$ cat src/m4vt_pkg.sv
`timescale 1ns / 1ps

package m4vt_pkg;

  localparam int LANES       = 4;
  localparam int LANE_BITS   = 16;
  localparam int ROW_BITS    = LANES * LANE_BITS;
  localparam int FRAC_SHIFT  = 12;
  localparam int OUT_W       = 32;
  localparam int KIND_W      = 2;
  localparam int CFG_INDEX_W = 2;

  localparam int DEF_COEF_WIDTH  = 16;
  localparam int DEF_COORD_WIDTH = 32;

  // 1.0 in Q4.12 and in Q16.16
  localparam logic [LANE_BITS-1:0] COEF_ONE = 16'h1000;
  localparam int ONE_Q16 = 65536;
  // narrowest signed width that holds ONE_Q16
  localparam int ONE_Q16_W = 18;

  localparam logic [KIND_W-1:0] KIND_POSITION  = 2'd0;
  localparam logic [KIND_W-1:0] KIND_DIRECTION = 2'd1;
  localparam logic [KIND_W-1:0] KIND_FULL      = 2'd2;

  localparam logic [CFG_INDEX_W-1:0] REG_ROW0 = 2'd0;
  localparam logic [CFG_INDEX_W-1:0] REG_ROW1 = 2'd1;
  localparam logic [CFG_INDEX_W-1:0] REG_ROW2 = 2'd2;
  localparam logic [CFG_INDEX_W-1:0] REG_ROW3 = 2'd3;

  typedef struct packed {
    logic                   en;
    logic [CFG_INDEX_W-1:0] index;
    logic [ROW_BITS-1:0]    data;
  } cfg_wr_t;

endpackage

$ cat src/m4vt_coef_regs.sv
`timescale 1ns / 1ps

module m4vt_coef_regs #(
  parameter int COEF_WIDTH = m4vt_pkg::DEF_COEF_WIDTH
) (
  input  logic                                            clk,
  input  logic                                            rst,
  input  m4vt_pkg::cfg_wr_t                               wr,
  output logic [m4vt_pkg::LANES-1:0][m4vt_pkg::LANES-1:0][COEF_WIDTH-1:0] coef
);
  import m4vt_pkg::*;

  localparam logic [COEF_WIDTH-1:0] ONE = COEF_ONE[COEF_WIDTH-1:0];

  logic [LANES-1:0][COEF_WIDTH-1:0] row_new;

  // only the low COEF_WIDTH bits of each lane are kept
  always_comb begin
    for (int c = 0; c < LANES; c++) begin
      row_new[c] = wr.data[c*LANE_BITS +: COEF_WIDTH];
    end
  end

  always_ff @(posedge clk) begin
    if (rst) begin
      for (int r = 0; r < LANES; r++) begin
        for (int c = 0; c < LANES; c++) begin
          coef[r][c] <= (r == c) ? ONE : '0;
        end
      end
    end else if (wr.en) begin
      unique case (wr.index)
        REG_ROW0: coef[0] <= row_new;
        REG_ROW1: coef[1] <= row_new;
        REG_ROW2: coef[2] <= row_new;
        REG_ROW3: coef[3] <= row_new;
        default:  coef[0] <= coef[0];
      endcase
    end
  end

endmodule

$ cat config.mk
export PLATFORM = sky130hd
export DESIGN_NAME = m4vt_coef_regs
export DESIGN_NICKNAME = d
export VERILOG_FILES = /design/src/m4vt_pkg.sv /design/src/m4vt_coef_regs.sv
export SDC_FILE = /design/constraint.sdc
export NUM_CORES = 1
export LEC_CHECK = 0
export BUFFER_PORTS_ARGS = -buffer_cell sky130_fd_sc_hd__buf_2
export CAP_MARGIN = 25
export CORE_ASPECT_RATIO = 1.4
export CORE_MARGIN = 8
export CORE_UTILIZATION = 40
export CTS_BUF_LIST = sky130_fd_sc_hd__clkbuf_16
export DETAILED_ROUTE_END_ITERATION = 10
export PLACE_DENSITY = 0.66
export SYNTH_ARGS = -nofsm -noshare
export SYNTH_HDL_FRONTEND = slang
export SYNTH_SLANG_ARGS = --single-unit
$ cat constraint.sdc
create_clock -name clk -period 2.5 [get_ports clk]
set_clock_uncertainty 0.2 [all_clocks]
set_input_delay 0 -clock clk [delete_from_list [all_inputs] [get_ports clk]]
set_output_delay 0 -clock clk [all_outputs]
set_load 0.01 [all_outputs]
# Word level (Yosys, flattened, before mapping)
# Index checks and enable logic that the tools add are counted.
# word_totals
register_bits	256
output_inout_bits	256
# op_classes
n_eq_ne	3
n_reduce_logical	5
# op_table
op	count
AND reduction 2 bit	4
equality test 2 bit, second input constant	2
equality test 2 x 1 -> 1 bit, second input constant	1
zero test 2 bit	1

# Depth between registers and ports, before layout
# depth
ltp_word	2
mapped_depth	5

# Worst setup path after synthesis
# No wires, ideal clock.
# synth_path
path_kind	input to register
startpoint	in wr[65] (netlist name)
endpoint	reg coef[0] (netlist name)
t_arrival_ps	750
setup_slack_ps	1478
stages	4
cell_sequence	nor3b_2 > buf_4 > buf_6 > mux2i_1
# synth_via
elab_chain_len	2
# synth_rtl
element	line	text
start, declared	m4vt_coef_regs.sv:8	input m4vt_pkg::cfg_wr_t wr,
zero test 2 bit	m4vt_coef_regs.sv:32	unique case (wr.index)
AND reduction 2 bit (no source line)	--	
end signal, assigned by index	m4vt_coef_regs.sv:28	coef[r][c] <= (r == c) ? ONE : '0;
end, declared	m4vt_coef_regs.sv:9	output logic [m4vt_pkg::LANES-1:0][m4vt_pkg::LANES-1:0][COEF_WIDTH-1:0] coef
# No other way between the ends.
# A chain may end at the register's enable or synchronous reset.

==> metrics.csv <==
metric,value,unit
rsz0062_at_grt,false,
netlist_area,10070,µm²
grt_pass1_vias,7743,
initial_core_util,0.4083,
r2r-end,coef[252],
cap_violations,0,
area_growth,33.57,%
top_regs,coef x256,
cp_max_fo,77,
drt-total-wl,28190,µm
clockRootBuffer,clkbuf_16,
vias,7466,
synth_top_cell_by_area,dfxtp_1,
cts_tree,built,
worst_r2r_startpoint,coef[252],
maxSlewViolCount,0,
grt_max_degree,89,
clk_pin_slew_worst_paths,70,ps
largest_reg_flops,256,
synthDistinctLibCells,13,
cp-endpoint,coef[92],
nets,1346,
vdd.ir_drop.worst,0.4711,mV
grt_use_total,0.1770,
power_leakage,6.941,nW
total_power,8.829,mW
startpoint,rst,
die_area,30590,µm²
grt_pass1_wl,43600,µm
diodes,0,
setup_tns,0,ps
yosys_warnings,0,
drt_iter0_markers,219,
grt-ovfl-total,0,
seq_area_frac_synth,0.5087,
port_buffers,324,
worst_pin_slew,610.3,ps
fin_crit_sh,0.9153,
crit_required,2760,ps
hp-class,input pin to flop,
cts_setup_buffers,0,
worst_setup_path_end_kind,flop,
cp_data_arrival_time,2550,ps
clock_latency,500,ps
netlist_top_cells_area,"dfxtp_1 51%, mux2i_1 25%, nand2b_1 20%",
routabilityCongestion,0.7430,
syn_area_per_cell,11.12,µm²
cts_made_buffers,25,
antenna_left,0,
maxSlewHeadroom,0.5931,
fp.dieW,150.1,µm
antenna_found_initial,0,
clock.fmax,437.0,MHz
worstSetupStartpointType,input pin,
largest-register,coef,
synth.top_cell.area_share,0.5087,
viasPerCell,4.640,
wl_per_cell,17.52,µm
cts_resized,0,
remaining_drc_errors,0,
ctsHoldBuffers,74,
htree_num_levels,1,
die_h,203.8,µm
min-delay-start,wr[44],
hold_violations,0,
core_area,24670,µm²
ios,325,
outcome,completed,
timing.final.crit_period,2288,ps
final_cell_mix,"323 x buf_2, 316 x nand2b_1, 256 x mux2i_1, 256 x dfxtp_1, 74 x dlygate4sd3_1",
synth_seq_cells,256,
mostFrequentLayoutCell,buf_2,
r2r_slack,1100,ps
clock_path_buffers,3,
synth_nets,975,
dr.pass1.iters,5,
dp_hpwl,19360,µm
reg2reg_depth,3,
powerDensity,656.1,nW/µm²
setup_viol,0,
clock_sinks,256,
critPathKind,input pin to flop,
rows,68,
drive_above_1_share,0.2844,
syn_inst,906,
## critical path: stages
cell and delay [ps]:
dlygate4sd3_1 540, buf_6 340, buf_12 300, nor2_1 70, dlygate4sd3_1 570, mux2i_1 130, dlygate4sd3_1 560
## synth_stat cells
cell	count
and3b_1	1
buf_2	18
buf_4	12
buf_6	3
clkbuf_1	31
dfxtp_1	256
mux2i_1	256
nand2b_1	316
nand3_1	1
nand3b_1	2
nor2_1	8
nor3b_2	1
or3b_1	1
## power breakdown
part           switching [mW]  internal [mW]  total [mW]  leakage [nW]
combinational           0.446          0.441       0.888          4.45
clock                    1.53           2.11        3.64         0.411
sequential             0.0778           4.22        4.30          2.08
total                    2.05           6.78        8.83          6.94
## layer usage
metal / share of wire / routed length [µm] / track usage / vias to the layer above
li1: - / - / - / 3708
met3: 0.070 / 1966 / 0.04326 / 38
met4: 0.024 / 668 / 0.05442 / 0
met1: 0.38 / 10790 / 0.1934 / 3513
met2: 0.52 / 14760 / 0.3273 / 207
met5: 0 / 0 / 0 / -
## logic make-up after synthesis
logic type / share of synthesized area
buf+inv: 0.03279
flops: 0.5087
mux: 0.2543
simple gates: 0.2042
## cell type report
type | count | area [µm²]
fillers | 2181 | 11220
flip-flops and latches | 256 | 5125
multi-input cells | 586 | 4638
repair buffers | 408 | 2519
clock buffers | 25 | 625.6
well taps | 315 | 394.1
clock inverters | 19 | 155.1
## per-stage QoR
stage / util / worst slack [ps] / cell area (µm²) / instances / hold slack (ps)
after floorplan: - / 1478 / 10070 / 906 / -38.80
after global placement: 0.4837 / 891.8 / 11940 / 1491 / 71.24
after global routing: 0.5454 / 88.24 / 13460 / 1609 / 118.1
final: 0.5454 / 211.8 / 13460 / 1609 / 144.7
after CTS: 0.5454 / 259.0 / 13460 / 1609 / 111.8
after detailed placement: 0.4837 / 859.3 / 11940 / 1491 / 89.98
## worst min-delay path by stage
stage	endpoint	depth (start not counted)	slack (ps)
2_1_floorplan	coef[172]	2	-40
3_3_place_gp	coef[252]	3	70
3_5_place_dp	coef[252]	3	90
4_1_cts	coef[172]	4	110
5_1_grt	coef[172]	4	120
6_report	coef[172]	4	140
Note: power is estimated with default switching activity, not from simulation.
