### config.mk
export PLATFORM = sky130hd
export DESIGN_NAME = m4vt_row_sum
export DESIGN_NICKNAME = d
export VERILOG_FILES = /design/src/m4vt_pkg.sv /design/src/m4vt_row_sum.sv
export SDC_FILE = /design/constraint.sdc
export NUM_CORES = 1
export LEC_CHECK = 0
export BUFFER_PORTS_ARGS = -buffer_cell sky130_fd_sc_hd__buf_4
export CAP_MARGIN = 10
export CORE_MARGIN = 5
export CORE_UTILIZATION = 48
export DETAILED_ROUTE_END_ITERATION = 6
export PLACE_DENSITY_LB_ADDON = 0.15
export RECOVER_POWER = 50
export SLEW_MARGIN = 20
export SYNTH_ARGS = -nofsm -noshare
export SYNTH_HDL_FRONTEND = slang
export SYNTH_SLANG_ARGS = --single-unit
export TNS_END_PERCENT = 1
### constraint.sdc
create_clock -name vclk -period 4.9
set_input_delay 0.49 -clock vclk [all_inputs]
set_output_delay 0.49 -clock vclk [all_outputs]
set_load 0.01 [all_outputs]
### src/m4vt_pkg.sv
`timescale 1ns / 1ps

package m4vt_pkg;

  localparam int LANES       = 4;
  localparam int LANE_BITS   = 16;
  localparam int ROW_BITS    = LANES * LANE_BITS;
  localparam int FRAC_SHIFT  = 12;
  localparam int OUT_W       = 32;
  localparam int KIND_W      = 2;
  localparam int CFG_INDEX_W = 2;

  localparam int DEF_COEF_WIDTH  = 16;
  localparam int DEF_COORD_WIDTH = 32;

  // 1.0 in Q4.12 and in Q16.16
  localparam logic [LANE_BITS-1:0] COEF_ONE = 16'h1000;
  localparam int ONE_Q16 = 65536;
  // narrowest signed width that holds ONE_Q16
  localparam int ONE_Q16_W = 18;

  localparam logic [KIND_W-1:0] KIND_POSITION  = 2'd0;
  localparam logic [KIND_W-1:0] KIND_DIRECTION = 2'd1;
  localparam logic [KIND_W-1:0] KIND_FULL      = 2'd2;

  localparam logic [CFG_INDEX_W-1:0] REG_ROW0 = 2'd0;
  localparam logic [CFG_INDEX_W-1:0] REG_ROW1 = 2'd1;
  localparam logic [CFG_INDEX_W-1:0] REG_ROW2 = 2'd2;
  localparam logic [CFG_INDEX_W-1:0] REG_ROW3 = 2'd3;

  typedef struct packed {
    logic                   en;
    logic [CFG_INDEX_W-1:0] index;
    logic [ROW_BITS-1:0]    data;
  } cfg_wr_t;

endpackage

### src/m4vt_row_sum.sv
`timescale 1ns / 1ps

module m4vt_row_sum #(
  parameter int PROD_W = m4vt_pkg::DEF_COEF_WIDTH + m4vt_pkg::DEF_COORD_WIDTH
) (
  input  logic [m4vt_pkg::LANES-1:0][PROD_W-1:0] prod,
  output logic [m4vt_pkg::OUT_W-1:0]             result,
  output logic                                   clip
);
  import m4vt_pkg::*;

  localparam int SUM_W = PROD_W + 2;
  localparam int SH_W  = SUM_W - FRAC_SHIFT;
  localparam int EXT_W = (SH_W > OUT_W) ? SH_W : OUT_W + 1;

  localparam logic signed [EXT_W-1:0] SAT_HI = {{(EXT_W-OUT_W+1){1'b0}}, {(OUT_W-1){1'b1}}};
  localparam logic signed [EXT_W-1:0] SAT_LO = {{(EXT_W-OUT_W+1){1'b1}}, {(OUT_W-1){1'b0}}};

  logic signed [PROD_W-1:0] p [LANES];
  logic signed [SUM_W-1:0]  sum;
  logic signed [SH_W-1:0]   sh;
  logic signed [EXT_W-1:0]  ext;

  always_comb begin
    for (int c = 0; c < LANES; c++) begin
      p[c] = prod[c];
    end
    sum = SUM_W'(p[0]) + SUM_W'(p[1]) + SUM_W'(p[2]) + SUM_W'(p[3]);
    // dropping the fraction bits of a two's complement value rounds toward minus infinity
    sh  = sum[SUM_W-1:FRAC_SHIFT];
    ext = EXT_W'(sh);
    if (ext > SAT_HI) begin
      result = SAT_HI[OUT_W-1:0];
      clip   = 1'b1;
    end else if (ext < SAT_LO) begin
      result = SAT_LO[OUT_W-1:0];
      clip   = 1'b1;
    end else begin
      result = ext[OUT_W-1:0];
      clip   = 1'b0;
    end
  end

endmodule

Yosys cells after proc, flatten, opt, wreduce, memory -nomap -nowiden
Cells that the tools add are included.

storage, ports and cells
  register bits = 0
  input port bits = 192
  output and inout port bits = 33
  word-level logic and storage cells = 9

cells by class
  add/subtract/negate cells = 3
  order comparisons = 2
  multiplexer cells = 4

operator list
  operator                number
  $mux W32                2
  $add A49 B48 Y50        1
  $add A50 B48 Y50        1
  $add A48 B48 Y49        1
  $gt A38 B32 Y1 const B  1
  $lt A38 B32 Y1 const B  1
  $mux W1                 2

Longest topological paths before layout
Gate-level depths: netlist (run 1).

  depth in word-level cells = 6
  mapped depth = 16
  depth with buffers taken out = 14

Worst setup path after synthesis (run 1)
Ideal clock, no wire load.

  path type = input to output
  start point = in prod[12] (netlist name)
  end point = out result[30] (netlist name)
  arrival time = 4.217 ns
  required time = 4.410 ns
  slack = 0.193 ns
  stages on the path = 16
  buffers on the path = 2
  cells stage by stage = inv_1 -> fa_1 -> fa_1 -> inv_1 -> ha_1 -> buf_2 -> and3_1 -> a211oi_2 -> or4b_1 -> nand3_1 -> a21o_1 -> mux2i_1 -> nor2_1 -> o41ai_2 -> buf_4 -> a21oi_2

between the ends
  word-level cells in the longest chain between the ends = 6
  elaborated cells on any way between the ends = 7
  those cells by class = 3 x add/sub; 2 x order compare; 2 x mux

RTL lines
  item                RTL line            source
  start, declared     m4vt_row_sum.sv:6   input logic [m4vt_pkg::LANES-1:0][PROD_W-1:0] prod,
  $add A48 B48 Y49 *  m4vt_row_sum.sv:28  sum = SUM_W'(p[0]) + SUM_W'(p[1]) + SUM_W'(p[2]) + SUM_W'(p[3]);
  $add A49 B48 Y50 *  m4vt_row_sum.sv:28
  $add A50 B48 Y50 *  m4vt_row_sum.sv:28
  $lt A38 B32 Y1      m4vt_row_sum.sv:35  end else if (ext < SAT_LO) begin
  $mux W32            m4vt_row_sum.sv:35
  $mux W32 *          m4vt_row_sum.sv:32  if (ext > SAT_HI) begin
  end, declared       m4vt_row_sum.sv:7   output logic [m4vt_pkg::OUT_W-1:0] result,

Every way passes the cells marked *; elsewhere a longest branch is shown, timed or not.

Worst setup path after layout (run 1)
  start point = in prod[91] (netlist name)
  end point = out result[23] (netlist name)

The elaborated chain is that of the path after synthesis.

==> metrics.csv, run 1 <==
stage;metric;value;unit
detailed_routing;wire_per_inst;13.6;um
synthesis;synth_nets;1194;
timing;period_share;1.02;
detailed_routing;wl_met1;7220;um
timing;max_slew_margin;0.655;
placement;dp_slack;-0.189;ns
setup_path;cp_cell_sequence;buf_4 > inv_1 > fa_1 > fa_1 > inv_1 > ha_1 > nand4_1 > nor3_1 > nand2_1 > a2111oi_4 > nor3_2 > xor2_1 > o211ai_1 > o41ai_4 > buf_6 > clkbuf_16 > a21oi_2 > buf_4;
die;die_w;124;um
detailed_routing;route.detailed.drc;0;
job;max_cap_violations;0;
detailed_routing;highest_layer;met4;
synthesis;synthTopCellsByCount;276 x inv_1, 96 x fa_1, 51 x nand2_1, 50 x a21oi_1, 47 x ha_1;
placement;routabilityCongestion;0.934;
setup_path;worstSetupPathType;input pin to output port;
synthesis;avgSynthCellArea;7.29;um2
timing;layout_setup_ws;-0.0821;ns
final_layout;syn_to_final_growth;44.0;%
setup_path;cp_top_family;adder cells;
final_layout;seq_area;0;um2
setup_path;cp.arrival;4.49;ns
synthesis;synthesis.area;6260;um2
timing;tns;-2.06;ns
die;row_count;41;
synthesis;yosysUniqueCellTypes;63;
detailed_routing;wl_met3;1170;um
power_and_ir_drop;p_total;3.98;mW
final_layout;fin_nets;1466;
synthesis;yosysWarningCount;0;
timing;max_freq;0.201;GHz
final_layout;final_layout_size_suffix_gt1_frac;0.363;
grt;grt_max_degree;31;
placement;port-buffer-count;225;
grt;grt_util_all_layers;0.217;
synthesis;synth_area_leaders;fa_1 31%, inv_1 17%, ha_1 9.4%;
die;initial_core_util;0.492;
timing;maxSlewViolCount;0;
setup_path;crit_path_start;prod[91];
timing;rsz0062_at_grt;yes;
timing;hold_viol;0;
detailed_routing;drt_iter0_markers;336;
detailed_routing;vias;6541;
synthesis;synth.most_common_cell;inv_1;
grt;grt_pass1_wl;29500;um
synthesis;syn_inst;859;
grt;grt.overflow.total;0;
setup_path;endpoint_kind;output port;
die;core;12700;um2
setup_path;slowest_stage;fa_1;
setup_path;cp.required;4.41;ns
final_layout;n_sequential_cell;0;
final_layout;diodes;0;
status;status;complete, but fails checks;
synthesis;yosysTopAreaCellShare;0.307;
hold_path;holdCritPathClass;input pin to output port;
power_and_ir_drop;p_leak;4.90;nW
status;violations;negative setup slack;
timing;fin_crit;4.98;ns
detailed_routing;drt-pass1-iter-count;5;
synthesis;yosysTopAreaCell;fa_1;
detailed_routing;totalWireLength;17600;um
setup_path;cp-start-kind;input pin;
hold_path;hp-start;prod[191];
synthesis;synth-seq-area-share;0;
detailed_routing;ant_nets;0;
setup_path;slowest_delay;0.51;ns
detailed_routing;met2_wirelength;8940;um
grt;antenna_found_initial;0;
power_and_ir_drop;powerDensity;441;nW/um2
detailed_routing;vias_per_cell;5.03;
final_layout;nClkBuffers;0;
grt;grt_pass1_vias;6658;
setup_path;path_buf_inv;6;
setup_path;cp_max_fo;5;
die;ioPinCount;225;
placement;hpwlAfterDp;15500;um
timing;worst_pin_slew;0.512;ns
die;dieArea;15400;um2
timing;setup-violations-final;30;
power_and_ir_drop;ir_drop;0.347;mV
die;die-height;124;um
[final timing paths]
kind | to | slack, ns | depth (start not counted)
worst max-delay path | result[23] | -0.08 | 18
worst min-delay path | result[31] | 1.89 | 8
[where the power goes]
part | switching, mW | total [mW] | internal, mW
clock | 0 | 0 | 0
combinational | 2.12 | 3.98 | 1.85
sequential | 0 | 0 | 0
[kinds of logic after synthesis]
| family | synth area share |
|---|---|
| buffers and inverters | 0.198 |
| AOI/OAI and AO/OA | 0.214 |
| and+or+nand+nor | 0.134 |
| adders and majority gates | 0.401 |
| xor gates and xnor gates | 0.0515 |
| muxes | 0.00160 |
[worst min-delay path: cells and delay by family]
family	cells	cell delay [ns]
AOI/OAI and AO/OA	1	0.05
and+or+nand+nor	1	0.13
xor gates and xnor gates	1	0.09
buffers and inverters	4	0.46
adders and majority gates	1	0.18
[stage by stage]
step           hold slack [ns]  utilization  instances  area, um2
6_report                  1.89        0.709       1301       9020
5_1_grt                   1.98        0.709       1301       9020
4_1_cts                   1.90        0.691       1299       8790
3_5_place_dp              1.89        0.677       1297       8620
3_3_place_gp              1.88        0.677       1297       8620
2_1_floorplan             1.51            -        859       6260
[layer usage]
metal | vias up | GRT usage
met3 | 28 | 0.0356
met5 | - | 0
met2 | 229 | 0.402
met1 | 3044 | 0.269
met4 | 0 | 0.0303
li1 | 3240 | -
[cell type report]
class	count	area, um2
Tap cell	172	215
Inverter	276	1040
Multi-Input combinational cell	544	5360
Fill cell	1098	3700
Timing Repair Buffer	309	2410
[what timing repair did]
action,CTS,global route
cloned,1,1
resized for setup,40,40
setup endpoints to repair,32,32
hold buffers,0,0
buffers inserted,1,1
pin swaps,13,28
[layout by cell type, fill, tap and decap left out, drive strengths merged, types with 12 or more instances in the layout]
| cell | count |
|---|---|
| o21a | 12 |
| xor2 | 17 |
| nor2 | 38 |
| inv | 276 |
| nand2 | 51 |
| a21oi | 80 |
| a21o | 13 |
| nand4 | 28 |
| buf | 308 |
| ha | 47 |
| o21ai | 33 |
| fa | 96 |
| nor3 | 14 |
| xnor2 | 19 |
Power figures use the tool's default switching activity.
==> inputs of run 2 (changes only) <==
--- a/config.mk
+++ b/config.mk
@@ -7,8 +7,10 @@
 export LEC_CHECK = 0
 export BUFFER_PORTS_ARGS = -buffer_cell sky130_fd_sc_hd__buf_4
 export CAP_MARGIN = 10
+export CELL_PAD_IN_SITES_DETAIL_PLACEMENT = 1
+export CELL_PAD_IN_SITES_GLOBAL_PLACEMENT = 2
 export CORE_MARGIN = 5
-export CORE_UTILIZATION = 48
+export CORE_UTILIZATION = 26
 export DETAILED_ROUTE_END_ITERATION = 6
 export PLACE_DENSITY_LB_ADDON = 0.15
 export RECOVER_POWER = 50
==> metrics.csv, run 2 (same netlist as run 1, synthesis figures left out) <==
stage;metric;value;unit
status;status;complete, but fails checks;
status;violations;negative setup slack;
setup_path;cp_max_fo;5;
timing;worst_pin_slew;0.481;ns
final_layout;multiInputGateArea;5640;um2
final_layout;final_layout_size_suffix_gt1_frac;0.420;
detailed_routing;drt_iter0_markers;145;
power_and_ir_drop;clock_power_share;0;
placement;routabilityCongestion;0.834;
placement;hpwlAfterDp;19700;um
timing;hold_viol;0;
setup_path;path_buf_inv;7;
timing;fin_crit;5.01;ns
detailed_routing;totalWireLength;22100;um
detailed_routing;vias;6739;
timing;tns;-2.85;ns
grt;antenna_found_initial;0;
timing;layout_setup_ws;-0.110;ns
setup_path;endpoint_kind;output port;
final_layout;seq_area;0;um2
timing;maxSlewViolCount;0;
die;die_w;165;um
final_layout;diodes;0;
placement;port-buffer-count;225;
setup_path;cp.required;4.41;ns
timing;rsz0062_at_grt;yes;
grt;grt_max_degree;20;
setup_path;cp_cell_sequence;buf_4 > inv_1 > fa_1 > fa_1 > inv_1 > ha_4 > and3_1 > a211oi_2 > or4b_4 > nand3_2 > a21o_1 > mux2i_2 > nor2_2 > o41ai_4 > buf_6 > buf_12 > clkbuf_16 > a21oi_2 > buf_4;
setup_path;cp_top_family;adder cells;
power_and_ir_drop;netSwitchingFraction;0.510;
detailed_routing;route.detailed.drc;0;
die;ioPinCount;225;
die;dieArea;27300;um2
timing;max_freq;0.200;GHz
setup_path;cp-start-kind;input pin;
power_and_ir_drop;ir_drop;0.259;mV
detailed_routing;wire_per_inst;14.6;um
placement;dp_cells;1498;
grt;grt_pass1_wl;34800;um
final_layout;syn_to_final_growth;60.4;%
detailed_routing;vias_per_cell;4.45;
grt;grt_pass1_vias;7374;
grt;grt.overflow.total;0;
die;initial_core_util;0.265;
power_and_ir_drop;p_leak;5.26;nW
timing;period_share;1.02;
power_and_ir_drop;internal-power;2.31;mW
setup_path;worstSetupPathType;input pin to output port;
grt;grt_util_all_layers;0.154;
setup_path;cp_num_cells;19;
power_and_ir_drop;p_switching;2.40;mW
hold_path;hold_depth;9;
power_and_ir_drop;p_total;4.71;mW
die;die-height;165;um
power_and_ir_drop;seqPwrFrac;0;
die;core;23600;um2
job;max_cap_violations;0;
detailed_routing;drt-pass1-iter-count;4;
detailed_routing;ant_nets;0;
clock_network;ctsHoldBuffers;0;
final_layout;n_sequential_cell;0;
setup_path;slowest_stage;fa_1;
final_layout;fillers;2936;
final_layout;layout_commonest_cell;buf_4;
hold_path;holdCritPathClass;input pin to output port;
final_layout;layout_common_cells;360 x buf_4, 273 x inv_1, 96 x fa_1;
final_layout;fin_util;0.426;
timing;max_slew_margin;0.678;
die;row_count;56;
final_layout;fin_nets;1532;
power_and_ir_drop;powerDensity;468;nW/um2
final_layout;finalNonFillerCells;1514;
final_layout;nClkBuffers;0;
setup_path;cp.arrival;4.52;ns
setup_path;slowest_delay;0.54;ns
timing;setup-violations-final;30;
power_and_ir_drop;p_comb_frac;1.000;
==> run 2: cell types whose count changed in the layout (fill, tap and decap cells not counted), moves of 3 or more <==
| cell | previous run | this run |
|---|---|---|
| buf_4 | 298 | 360 |
| a21oi_1 | 42 | 32 |
| ha_1 | 35 | 23 |
| o21ai_2 | 3 | 6 |
| a21oi_2 | 38 | 47 |
| ha_2 | 6 | 1 |
| ha_4 | 6 | 23 |
==> run 2: final cells by class <==
type                       instances  area share
inverter                         276       0.103
timing repair buffer             375       0.296
multi-input combinational        544       0.562
tap                              319      0.0397
==> run 2: metrics by stage <==
step / area (um2) / hold slack [ns] / setup WS [ns]
finish: 10000 / 1.99 / -0.110
floorplan: 6260 / 1.51 / 0.193
detailed placement: 9220 / 2.02 / -0.269
global placement: 9220 / 2.00 / -0.226
global route: 10000 / 2.07 / -0.238
CTS: 9690 / 2.01 / -0.107
==> run 2: routing by layer <==
metal | global-route usage | wire length, um
met5 | 0 | 0
met4 | 0.00983 | 252
met3 | 0.0122 | 1050
met2 | 0.295 | 11400
met1 | 0.197 | 9390
==> run 2: power by group through the flow <==
| stage | Sequential (mW) | Clock (mW) | Combinational, mW |
|---|---|---|---|
| 6_report | 0 | 0 | 4.71 |
| 5_1_grt | 0 | 0 | 5.15 |
| 4_1_cts | 0 | 0 | 4.52 |
| 3_5_place_dp | 0 | 0 | 4.09 |
| 3_3_place_gp | 0 | 0 | 4.06 |
| 2_1_floorplan | 0 | 0 | 2.23 |
==> run 2: what timing repair did <==
action                                  4_1_cts  5_1_grt
pin swaps                                    30       31
endpoints found under the setup margin       32       32
gates cloned                                  2        1
resized for setup                            59       51
buffers inserted                              8        5
==> run 2: path summary, 6_finish.rpt <==
kind  startpoint          to  slack, ns
min    prod[191]        clip       1.99
max     prod[10]  result[24]      -0.11
